$ cat src/nnd_pkg.sv
`default_nettype none

package nnd_pkg;

   // configuration register width and texel port width
   localparam int REG_W   = 13;
   localparam int TEXEL_W = 32;
   localparam int CSR_IDX_W = 4;

   localparam int DEF_MAX_DIM     = 4096;
   localparam int DEF_TEXEL_BYTES = 4;

   // largest value a register can hold
   localparam int REG_MAX = (1 << REG_W) - 1;

   typedef enum logic [CSR_IDX_W-1:0] {
      CSR_SOURCE_WIDTH  = 4'd0,
      CSR_SOURCE_HEIGHT = 4'd1,
      CSR_TARGET_WIDTH  = 4'd2,
      CSR_TARGET_HEIGHT = 4'd3
   } csr_index_type;

   typedef struct packed {
      logic [TEXEL_W-1:0] texel;
      logic               row_end;
      logic               frame_end;
   } rsp_item_type;

   // saturate a register value into 1..max_dim
   function automatic logic [REG_W-1:0] clamp_dim(input logic [REG_W-1:0] v,
                                                  input int max_dim);
      logic [REG_W-1:0] r;
      if (v == '0) begin
         r = REG_W'(1);
      end else if (int'(v) > max_dim) begin
         r = REG_W'(max_dim);
      end else begin
         r = v;
      end
      return r;
   endfunction

   function automatic logic dim_in_range(input logic [REG_W-1:0] v, input int max_dim);
      return (v != '0) && (int'(v) <= max_dim);
   endfunction

endpackage

`default_nettype wire

$ cat src/nearest_neighbor_downscaler.sv
// Point-sampled frame downscaler.
// req_ channel: source texels in raster order, one transfer per texel.
// rsp_ channel: the picked texels in raster order of the smaller frame, each
//   with rsp_row_end on the last texel of an output row and rsp_frame_end on
//   the last texel of the frame. Source texels that are not picked give nothing.
// csr_ channel: register index 0..3 = source width, source height, target width,
//   target height (13 bits each), always ready; the user must write only while idle
//   (the block does not enforce this). A target larger than its source, or a
//   value outside 1..MAX_DIM, stops all output while the counters keep running.
// Output: a picked texel is registered before it appears on rsp_valid.
// Throughput: one texel per cycle while req_ready is high; the selection is a set of
//   add-and-compare accumulators updated in the cycle of the transfer.
// Reset: registers return to 1 and all position counters to zero; no result
//   is pending. Counters wrap to a new frame after width*height texels.
// Stall: a two-entry output register absorbs one result beyond the one on
//   rsp_; req_ready drops while both are held and rises as rsp_ drains.
`default_nettype none

module nearest_neighbor_downscaler
   import nnd_pkg::*;
#(
   parameter int MAX_DIM     = DEF_MAX_DIM,
   parameter int TEXEL_BYTES = DEF_TEXEL_BYTES
) (
   input  wire logic                 clock,
   input  wire logic                 reset,
   input  wire logic                 req_valid,
   output logic                      req_ready,
   input  wire logic [TEXEL_W-1:0]   req_texel_in,
   output logic                      rsp_valid,
   input  wire logic                 rsp_ready,
   output logic [TEXEL_W-1:0]        rsp_texel_out,
   output logic                      rsp_row_end,
   output logic                      rsp_frame_end,
   input  wire logic                 csr_valid,
   output logic                      csr_ready,
   input  wire logic [CSR_IDX_W-1:0] csr_index,
   input  wire logic [REG_W-1:0]     csr_wdata
);

   localparam int DIM_CAP = (MAX_DIM < REG_MAX) ? MAX_DIM : REG_MAX;
   localparam int DIM_W   = $clog2(DIM_CAP + 1);

   logic [DIM_W-1:0] sw, sh, dw, dh;
   logic             usable;
   logic             accept, push, can_push;
   rsp_item_type     push_item, rsp_item;

   assign req_ready = can_push;
   assign accept    = req_valid && req_ready;

   nnd_csr #(
      .MAX_DIM (MAX_DIM),
      .DIM_W   (DIM_W)
   ) u_csr (
      .clock     (clock),
      .reset     (reset),
      .csr_valid (csr_valid),
      .csr_ready (csr_ready),
      .csr_index (csr_index),
      .csr_wdata (csr_wdata),
      .sw        (sw),
      .sh        (sh),
      .dw        (dw),
      .dh        (dh),
      .usable    (usable)
   );

   nnd_sel #(
      .TEXEL_BYTES (TEXEL_BYTES),
      .DIM_W       (DIM_W)
   ) u_sel (
      .clock    (clock),
      .reset    (reset),
      .accept   (accept),
      .texel_in (req_texel_in),
      .sw       (sw),
      .sh       (sh),
      .dw       (dw),
      .dh       (dh),
      .usable   (usable),
      .push     (push),
      .item     (push_item)
   );

   nnd_skid u_skid (
      .clock     (clock),
      .reset     (reset),
      .push      (push),
      .push_item (push_item),
      .can_push  (can_push),
      .rsp_valid (rsp_valid),
      .rsp_ready (rsp_ready),
      .rsp_item  (rsp_item)
   );

   assign rsp_texel_out = rsp_item.texel;
   assign rsp_row_end   = rsp_item.row_end;
   assign rsp_frame_end = rsp_item.frame_end;

endmodule

`default_nettype wire

$ cat src/nnd_csr.sv
`default_nettype none

module nnd_csr
   import nnd_pkg::*;
#(
   parameter int MAX_DIM = DEF_MAX_DIM,
   parameter int DIM_W   = 13
) (
   input  wire logic                 clock,
   input  wire logic                 reset,
   input  wire logic                 csr_valid,
   output logic                      csr_ready,
   input  wire logic [CSR_IDX_W-1:0] csr_index,
   input  wire logic [REG_W-1:0]     csr_wdata,
   output logic [DIM_W-1:0]          sw,
   output logic [DIM_W-1:0]          sh,
   output logic [DIM_W-1:0]          dw,
   output logic [DIM_W-1:0]          dh,
   output logic                      usable
);

   logic [REG_W-1:0] src_w_ff, src_h_ff, dst_w_ff, dst_h_ff;
   logic [REG_W-1:0] src_w_in, src_h_in, dst_w_in, dst_h_in;
   logic             wr;

   assign csr_ready = 1'b1;
   assign wr        = csr_valid;

   always_comb begin
      src_w_in = src_w_ff;
      src_h_in = src_h_ff;
      dst_w_in = dst_w_ff;
      dst_h_in = dst_h_ff;
      if (wr) begin
         case (csr_index)
            CSR_SOURCE_WIDTH:  src_w_in = csr_wdata;
            CSR_SOURCE_HEIGHT: src_h_in = csr_wdata;
            CSR_TARGET_WIDTH:  dst_w_in = csr_wdata;
            CSR_TARGET_HEIGHT: dst_h_in = csr_wdata;
            default: ;
         endcase
      end
   end

   always_ff @(posedge clock) begin
      if (reset) begin
         src_w_ff <= REG_W'(1);
         src_h_ff <= REG_W'(1);
         dst_w_ff <= REG_W'(1);
         dst_h_ff <= REG_W'(1);
      end else begin
         src_w_ff <= src_w_in;
         src_h_ff <= src_h_in;
         dst_w_ff <= dst_w_in;
         dst_h_ff <= dst_h_in;
      end
   end

   // clamped values always fit the counter width
   assign sw = DIM_W'(clamp_dim(src_w_ff, MAX_DIM));
   assign sh = DIM_W'(clamp_dim(src_h_ff, MAX_DIM));
   assign dw = DIM_W'(clamp_dim(dst_w_ff, MAX_DIM));
   assign dh = DIM_W'(clamp_dim(dst_h_ff, MAX_DIM));

   assign usable = dim_in_range(src_w_ff, MAX_DIM) && dim_in_range(src_h_ff, MAX_DIM) &&
                   dim_in_range(dst_w_ff, MAX_DIM) && dim_in_range(dst_h_ff, MAX_DIM) &&
                   (dw <= sw) && (dh <= sh);

endmodule

`default_nettype wire

$ cat src/nnd_sel.sv
`default_nettype none

module nnd_sel
   import nnd_pkg::*;
#(
   parameter int TEXEL_BYTES = DEF_TEXEL_BYTES,
   parameter int DIM_W       = 13
) (
   input  wire logic               clock,
   input  wire logic               reset,
   input  wire logic               accept,
   input  wire logic [TEXEL_W-1:0] texel_in,
   input  wire logic [DIM_W-1:0]   sw,
   input  wire logic [DIM_W-1:0]   sh,
   input  wire logic [DIM_W-1:0]   dw,
   input  wire logic [DIM_W-1:0]   dh,
   input  wire logic               usable,
   output logic                    push,
   output rsp_item_type            item
);

   localparam int ACC_W = 2 * DIM_W;
   localparam logic [TEXEL_W-1:0] TEXEL_MASK =
      TEXEL_W'((64'd1 << (8 * TEXEL_BYTES)) - 64'd1);

   logic [DIM_W-1:0] src_col_ff, src_row_ff, out_col_ff, out_row_ff;
   logic [DIM_W-1:0] src_col_in, src_row_in, out_col_in, out_row_in;
   logic [ACC_W-1:0] col_bound_acc_ff, col_pick_acc_ff, row_bound_acc_ff, row_pick_acc_ff;
   logic [ACC_W-1:0] col_bound_acc_in, col_pick_acc_in, row_bound_acc_in, row_pick_acc_in;

   logic             col_pick, row_pick;
   logic [ACC_W:0]   col_limit, row_limit;
   logic [DIM_W:0]   out_col_inc, out_row_inc;

   assign col_limit = {1'b0, col_bound_acc_ff} + (ACC_W + 1)'(dw);
   assign row_limit = {1'b0, row_bound_acc_ff} + (ACC_W + 1)'(dh);
   assign col_pick  = (out_col_ff < dw) && ({1'b0, col_pick_acc_ff} < col_limit);
   assign row_pick  = (out_row_ff < dh) && ({1'b0, row_pick_acc_ff} < row_limit);

   assign out_col_inc = {1'b0, out_col_ff} + (DIM_W + 1)'(1);
   assign out_row_inc = {1'b0, out_row_ff} + (DIM_W + 1)'(1);

   assign push           = accept && usable && row_pick && col_pick;
   assign item.texel     = texel_in & TEXEL_MASK;
   assign item.row_end   = (out_col_ff == dw - DIM_W'(1));
   assign item.frame_end = item.row_end && (out_row_ff == dh - DIM_W'(1));

   always_comb begin
      src_col_in       = src_col_ff;
      src_row_in       = src_row_ff;
      out_col_in       = out_col_ff;
      out_row_in       = out_row_ff;
      col_bound_acc_in = col_bound_acc_ff;
      col_pick_acc_in  = col_pick_acc_ff;
      row_bound_acc_in = row_bound_acc_ff;
      row_pick_acc_in  = row_pick_acc_ff;

      if (accept) begin
         if (col_pick) begin
            out_col_in = DIM_W'(out_col_inc);
            // pick accumulator stops once the row has all its picks
            if (out_col_inc < (DIM_W + 1)'(dw)) begin
               col_pick_acc_in = col_pick_acc_ff + ACC_W'(sw);
            end
         end

         if (src_col_ff >= sw - DIM_W'(1)) begin
            src_col_in       = '0;
            col_bound_acc_in = '0;
            col_pick_acc_in  = '0;
            out_col_in       = '0;
            if (row_pick) begin
               out_row_in = DIM_W'(out_row_inc);
               if (out_row_inc < (DIM_W + 1)'(dh)) begin
                  row_pick_acc_in = row_pick_acc_ff + ACC_W'(sh);
               end
            end
            if (src_row_ff >= sh - DIM_W'(1)) begin
               src_row_in       = '0;
               row_bound_acc_in = '0;
               row_pick_acc_in  = '0;
               out_row_in       = '0;
            end else begin
               src_row_in       = src_row_ff + DIM_W'(1);
               row_bound_acc_in = row_bound_acc_ff + ACC_W'(dh);
            end
         end else begin
            src_col_in       = src_col_ff + DIM_W'(1);
            col_bound_acc_in = col_bound_acc_ff + ACC_W'(dw);
         end
      end
   end

   always_ff @(posedge clock) begin
      if (reset) begin
         src_col_ff       <= '0;
         src_row_ff       <= '0;
         out_col_ff       <= '0;
         out_row_ff       <= '0;
         col_bound_acc_ff <= '0;
         col_pick_acc_ff  <= '0;
         row_bound_acc_ff <= '0;
         row_pick_acc_ff  <= '0;
      end else begin
         src_col_ff       <= src_col_in;
         src_row_ff       <= src_row_in;
         out_col_ff       <= out_col_in;
         out_row_ff       <= out_row_in;
         col_bound_acc_ff <= col_bound_acc_in;
         col_pick_acc_ff  <= col_pick_acc_in;
         row_bound_acc_ff <= row_bound_acc_in;
         row_pick_acc_ff  <= row_pick_acc_in;
      end
   end

endmodule

`default_nettype wire

$ cat src/nnd_skid.sv
`default_nettype none

module nnd_skid
   import nnd_pkg::*;
(
   input  wire logic          clock,
   input  wire logic          reset,
   input  wire logic          push,
   input  wire rsp_item_type  push_item,
   output logic               can_push,
   output logic               rsp_valid,
   input  wire logic          rsp_ready,
   output rsp_item_type       rsp_item
);

   logic         out_valid_ff, out_valid_in;
   logic         skid_valid_ff, skid_valid_in;
   rsp_item_type out_item_ff, out_item_in;
   rsp_item_type skid_item_ff, skid_item_in;
   logic         pop;

   assign pop       = out_valid_ff && rsp_ready;
   assign can_push  = !skid_valid_ff;
   assign rsp_valid = out_valid_ff;
   assign rsp_item  = out_item_ff;

   always_comb begin
      out_valid_in  = out_valid_ff;
      skid_valid_in = skid_valid_ff;
      out_item_in   = out_item_ff;
      skid_item_in  = skid_item_ff;
      if (pop || !out_valid_ff) begin
         // output slot frees up: the oldest waiting item moves in
         if (skid_valid_ff) begin
            out_valid_in = 1'b1;
            out_item_in  = skid_item_ff;
            skid_valid_in = push;
            if (push) begin
               skid_item_in = push_item;
            end
         end else begin
            out_valid_in = push;
            if (push) begin
               out_item_in = push_item;
            end
         end
      end else if (push) begin
         skid_valid_in = 1'b1;
         skid_item_in  = push_item;
      end
   end

   always_ff @(posedge clock) begin
      if (reset) begin
         out_valid_ff  <= 1'b0;
         skid_valid_ff <= 1'b0;
      end else begin
         out_valid_ff  <= out_valid_in;
         skid_valid_ff <= skid_valid_in;
      end
      out_item_ff  <= out_item_in;
      skid_item_ff <= skid_item_in;
   end

endmodule

`default_nettype wire
$ cat config.mk
export PLATFORM = sky130hd
export DESIGN_NAME = nearest_neighbor_downscaler
export DESIGN_NICKNAME = d
export VERILOG_FILES = /design/src/nnd_pkg.sv /design/src/nearest_neighbor_downscaler.sv /design/src/nnd_csr.sv /design/src/nnd_sel.sv /design/src/nnd_skid.sv
export SDC_FILE = /design/constraint.sdc
export NUM_CORES = 1
export LEC_CHECK = 0
export BUFFER_PORTS_ARGS = -buffer_cell sky130_fd_sc_hd__clkbuf_2
export CELL_PAD_IN_SITES_DETAIL_PLACEMENT = 0
export CELL_PAD_IN_SITES_GLOBAL_PLACEMENT = 1
export CORE_MARGIN = 3
export CORE_UTILIZATION = 45
export CTS_BUF_LIST = sky130_fd_sc_hd__clkbuf_8
export CTS_CLUSTER_SIZE = 30
export DETAILED_ROUTE_END_ITERATION = 10
export HOLD_SLACK_MARGIN = 0.02
export PLACE_DENSITY_LB_ADDON = 0.1
export SYNTH_ARGS = -nofsm -noshare
export SYNTH_HDL_FRONTEND = slang
export SYNTH_SLANG_ARGS = --single-unit
$ cat constraint.sdc
create_clock -name clock -period 8.2 [get_ports clock]
set_clock_uncertainty 0.1 [all_clocks]
set_input_delay 0.41 -clock clock [delete_from_list [all_inputs] [get_ports clock]]
set_output_delay 0.41 -clock clock [all_outputs]
set_load 0.05 [all_outputs]
==> Word level (Yosys, flattened, before mapping) <==
Index checks and enable logic that the tools add are counted.
{ "totals": {"regBits": 278, "elab_cells": 134} }
{ "op_classes": {"mux": 31, "n_eq_ne": 6, "addsub": 14, "reduce_logical": 45, "n_lt_le_gt_ge": 18} }
{ "ops": {"columns": ["cell", "n"], "rows": [
  ["$mux 26", 8],
  ["$mux 13", 14],
  ["$mux 34", 5],
  ["$add 26x13->26", 4],
  ["$add 26x13->27", 2],
  ["$lt 26x27->1", 2],
  ["$gt 13x13->1 const B", 4],
  ["$le 13x13->1 const B", 4],
  ["$logic_not 13->1", 4],
  ["$reduce_bool 13->1", 4],
  ["$sub 13x1->13 const B", 4],
  ["$add 13x1->14 const B", 2],
  ["$lt 14x13->1", 2],
  ["$add 13x1->13 const B", 2],
  ["$eq 13x13->1", 2],
  ["$ge 13x13->1", 2],
  ["$le 13x13->1", 2],
  ["$lt 13x13->1", 2],
  ["$logic_and 1x1->1", 17],
  ["$reduce_and 2->1", 7],
  ["$reduce_bool 2->1", 6],
  ["$eq 4x2->1 const B", 2],
  ["$reduce_and 3->1", 2],
  ["$eq 4x1->1 const B", 1],
  ["6 further kinds", 10]
]} }

==> Longest topological paths before layout <==
{ "logic_depth": {"depth_word": 13, "ltp_mapped": 30} }

==> Cells and area by module <==
From an unflattened synthesis, not the netlist that was laid out.
{ "unflattened": {"cells_unflattened": 2155, "area_unflattened_um2": 19048.3} }
{ "by_module_without_submodules": {"columns": ["mod", "n_inst", "area_each_um2", "cells_per_inst", "seq_area_each_um2"], "rows": [
  ["nnd_sel", 1, 13525.5, 1687, 3123.0],
  ["nnd_csr", 1, 2947.8, 349, 1041.0],
  ["nnd_skid", 1, 2568.7, 118, 2082.0],
  ["nearest_neighbor_downscaler", 1, 6.3, 1, 0.0]
]} }

==> Least setup slack after synthesis <==
OpenSTA, ideal clock, no wires.
{ "synth_timing": {"path_type": "register to register", "start": "reg u_csr.dst_h_ff[5]", "end": "reg u_skid.out_item_ff, in the netlist u_skid.rsp_item[0] (enable)", "arrival_time_ns": 7.026, "path_slack_ns": 0.648, "path_buffers": 2, "path_stages_with_launch": 29, "setup_time_ns": 0.426, "synth_period_minus_slack_ns": 7.552, "cell_sequence": "dfxtp_1 clkbuf_1 nor4_1 nand3_1 nor2_1 nor2_1 nor2_1 ha_1 inv_1 fa_1 nand2b_1 a21oi_1 o2111ai_1 a31oi_1 o21ai_0 inv_1 nand3_1 xor2_1 ha_1 nand3_1 o21ai_0 o221a_2 nor4_1 a21oi_1 or3_1 clkbuf_1 a2111o_1 and2_4 nor2_1"} }
{ "synth_between": {"elab_chain_len": 10, "word_cells_on_any_way": 20} }
{ "synth_lines": {"columns": ["item", "line_no", "source"], "rows": [
  ["start: declaration", "nnd_csr.sv:22", "logic [REG_W-1:0] src_w_ff, src_h_ff, dst_w_ff, dst_h_ff;"],
  ["start signal: assignment", "nnd_csr.sv:55", "dst_h_ff <= dst_h_in;"],
  ["$gt 13x13->1, or another cell as far along", "nnd_pkg.sv:35", "end else if (int'(v) > max_dim) begin"],
  ["$mux 13 / $logic_and 1x1->1 (equally long branches)", "nnd_pkg.sv:35, nnd_pkg.sv:44", null],
  ["$mux 13 / $logic_and 1x1->1 (equally long branches)", "nnd_pkg.sv:33, nnd_csr.sv:66", null],
  ["$add 26x13->27, or another cell as far along", "nnd_sel.sv:36", "assign row_limit = {1'b0, row_bound_acc_ff} + (ACC_W + 1)'(dh);"],
  ["$lt 26x27->1 / $logic_and 1x1->1 (equally long branches)", "nnd_sel.sv:38, nnd_csr.sv:67", null],
  ["$logic_and 1x1->1 (on tied branches)", "nnd_sel.sv:38, nnd_sel.sv:43", null],
  ["$logic_and 1x1->1 * (2 in a row)", "nnd_sel.sv:43", "assign push = accept && usable && row_pick && col_pick;"],
  ["$reduce_bool 2->1 (no line) *", null, null],
  ["$reduce_and 2->1 (no line) *", null, null],
  ["end signal: assignment", "nnd_skid.sv:61", "out_item_ff <= out_item_in;"],
  ["end: declaration", "nnd_skid.sv:18", "rsp_item_type out_item_ff, out_item_in;"]
]} }
Mark *: on every way between the ends. The rest lies on a longest branch, timed or not.
A chain may end at the register's enable or synchronous reset.

==> Worst setup path after layout <==
{ "layout_timing": {"start": "reg u_csr.dst_h_ff[5]", "end": "reg u_skid.out_item_ff, in the netlist u_skid.rsp_item[19] (enable)"} }
The elaborated chain is that of the path after synthesis.

==> impl_metrics.ini <==
[cells_and_area]
postLayoutCoreUtil = 0.522
fin_area_sq_um = 21600
insertedDiodeCount = 0
area_growth_pct = 13.0
drive_gt1_frac = 0.109
final_nets = 2621

[logic_synthesis]
synth-edff-count = 68
ys.warnings.count = 0
synth_seq_cells = 278
synth_compound_area_frac = 0.174
synthAdderAreaFrac = 0.144
synth-simple-area-share = 0.197
ys_types = 82
synthArstFlopShare = 0
synthFlopType = dfxtp_1
avgSynthCellArea_sq_um = 8.58
synth_top_area_frac = 0.220
muxShareOfSynthArea = 0.0517
netlist_top_cells_area = dfxtp_1, ha_1, edfxtp_1
syn_nets = 2502
synth_top_family_by_area = simple AND/OR/NAND/NOR gates
synthCells = 2230
synth_top_cell_by_area = dfxtp_1
synthesis.area_sq_um = 19100
synth_xor_area_frac = 0.0664
ys_seq_area_frac = 0.326

[setup_path]
cp-start-kind = flip-flop
cpPeakStageDelay_ps = 630
r2r_start = u_csr.dst_h_ff[5]
worstSetupEndpointType = flip-flop
critPathArrivalTime_ps = 7600
path_max_fanout = 34
slowest_stage = nor4_1
r2r_slack_ps = 770
rr_worst_depth = 27
r2r_end = u_skid.rsp_item[19]
critPathRequiredTime_ps = 8370
crit_type = reg -> reg

[floorplanning]
core-area_sq_um = 41400
die_y_um = 212
std_cell_rows = 74
die_area_sq_um = 45000
start_util = 0.462
dieWidth_um = 212
io_pins = 91

[cts]
cts_resized = 0
cts_num_sinks = 278
htreeDepth = 2
numCtsBuffers = 52
clk_pin_slew_ps = 60
insertion_delay_ps = 620
clockBufferDepth = 3
cts_tree = done
cts_root_buf = clkbuf_8

[grt]
first_global_vias = 16000
grtUsageTotal = 0.235
grt_antenna_before_repair = 2
gr-total-overflow = 0
grt_max_degree = 83
grt_pass1_wl_um = 85400

[sta]
rsz0062_at_grt = no
setup_viol_count_final = 0
finalMaxSlewViolations = 0
finalHoldViolCount = 0
tightest_slew_ps = 1060
holdWs_ps = 294
fin_crit_ps = 7430
max_freq_mhz = 135
fin_setup_tns_ps = 0
slew_headroom = 0.290
period_share = 0.906

[drt]
drt_iter0_drc = 1208
antenna_left = 0
wl_per_cell_um = 18.2
wirelength_um = 53200
vias_per_cell = 5.71
first_pass_iters = 5
vias = 16700
remaining_drc_errors = 0

[pwr]
p_leak_nw = 9.24
irDropWorstVdd_uv = 122
p_total_mw = 3.55
p_per_area_nw_per_um2 = 164

[hold_path]
whs_path_depth = 5
holdPathEnd = u_sel.src_col_ff[1]
hp-class = in -> reg
hold_start = req_valid

[placement]
gp_congestion = 0.898
dp_hpwl_um = 39400
postPlaceCellArea_sq_um = 20100
port_buffers = 89

[flow_run]
drv_cap = 0

[outcome]
status = completed
-- worst max-delay path: cells and delay by family, from the launching register on --
kind | cells | cell delay (ps)
fa+ha+maj | 3 | 930
flops | 1 | 390
xor+xnor | 1 | 170
buf+inv | 3 | 570
compound gates | 8 | 1980
simple gates | 12 | 2930
-- cells by family (layout without fill, tap and decap cells) --
| family | count (synthesis) | count (layout) |
|---|---|---|
| buf+inv | 201 | 359 |
| compound gates | 524 | 524 |
| other cells | 1 | 1 |
| simple gates | 769 | 769 |
| xor+xnor | 145 | 145 |
| flops | 278 | 278 |
| fa+ha+maj | 218 | 218 |
| mux | 94 | 94 |
-- layout by cell type, fill, tap and decap left out, types with 7 or more instances in the layout --
cell type	synthesis	routed
xnor2_1	74	74
or2_2	14	14
inv_1	106	112
nor4_1	19	19
o21bai_1	12	12
nand4_1	33	33
ha_1	214	214
clkbuf_2	0	88
a211oi_1	23	23
nand2_1	175	175
nand3_1	94	94
o22ai_1	16	16
clkinv_2	0	12
nor3_1	63	61
clkbuf_8	0	61
a22o_1	16	16
o31ai_1	8	8
dfxtp_1	210	210
xor2_1	71	71
o211ai_1	15	15
a211o_1	11	11
clkinv_1	1	8
nor2b_1	27	27
buf_4	1	24
o21ai_0	109	109
a22oi_1	13	13
mux2i_1	56	56
mux2_2	38	38
a21o_1	41	41
edfxtp_1	68	68
and2_1	9	9
and3_1	34	34
a21oi_1	158	158
nand2b_1	28	28
a31oi_1	30	30
o21a_1	14	14
dlygate4sd3_1	0	47
o2111ai_1	7	7
or3_1	23	23
nor2_1	211	209
-- cell type report --
cell class | count | area, sq um
Clock buffer | 61 | 840
Clock inverter | 32 | 231
Fill cell | 3895 | 19800
Inverter | 107 | 402
Multi-Input combinational cell | 1751 | 12100
Sequential cell | 278 | 6250
Tap cell | 532 | 666
Timing Repair Buffer | 159 | 1090
-- state kept, by name, summed over array words and instances (netlist names) --
signal,count
u_skid.rsp_valid,1
u_skid.rsp_item,34
u_skid.skid_item_ff,34
u_sel.out_row_ff,13
u_skid.skid_valid_ff,1
u_csr.dst_h_ff,13
u_sel.src_col_ff,13
u_sel.col_pick_acc_ff,26
u_csr.dst_w_ff,13
u_csr.src_w_ff,13
u_sel.row_bound_acc_ff,26
u_csr.src_h_ff,13
u_sel.row_pick_acc_ff,26
u_sel.col_bound_acc_ff,26
u_sel.src_row_ff,13
u_sel.out_col_ff,13
-- per-stage QoR --
step	instances	setup slack (ps)
floorplan	2230	648
global placement	2780	994
detailed placement	2780	822
CTS	2920	803
global route	2920	40.7
finish	2920	771
-- routing by layer --
layer	part of all wire	GRT usage
met1	0.50	0.338
met2	0.43	0.366
met3	0.052	0.0372
met4	0.019	0.0628
met5	0.00023	0
-- synth_stat cells, drive strengths merged, types with 56 or more instances --
cell	count
inv	106
ha	214
dfxtp	210
nand2	175
edfxtp	68
nor3	63
a21oi	158
xor2	71
nor2	211
xnor2	74
nand3	94
o21ai	110
mux2i	56
clkbuf	78
-- repair_timing --
action	CTS	global route
hold buffers	47	0
endpoints found under the hold margin	111	0
setup buffers	0	0
-- worst max path at each step --
| stage | cells past startpoint | startpoint | end |
|---|---|---|---|
| after floorplan | 28 | u_csr.dst_h_ff[5] | u_skid.rsp_item[0] |
| after global placement | 27 | u_csr.dst_h_ff[5] | u_skid.rsp_item[14] |
| after detailed placement | 27 | u_csr.dst_h_ff[5] | u_skid.rsp_item[14] |
| after CTS | 27 | u_csr.dst_h_ff[5] | u_skid.rsp_item[21] |
| after global routing | 27 | u_csr.dst_h_ff[5] | u_skid.rsp_item[22] |
| final | 27 | u_csr.dst_h_ff[5] | u_skid.rsp_item[19] |
-- power by group --
| part | internal, mW | total [mW] | switching, mW |
|---|---|---|---|
| Combinational | 0.188 | 0.659 | 0.471 |
| Clock | 0.774 | 1.40 | 0.630 |
| Sequential | 1.46 | 1.49 | 0.0252 |
Power figures use the tool's default switching activity.
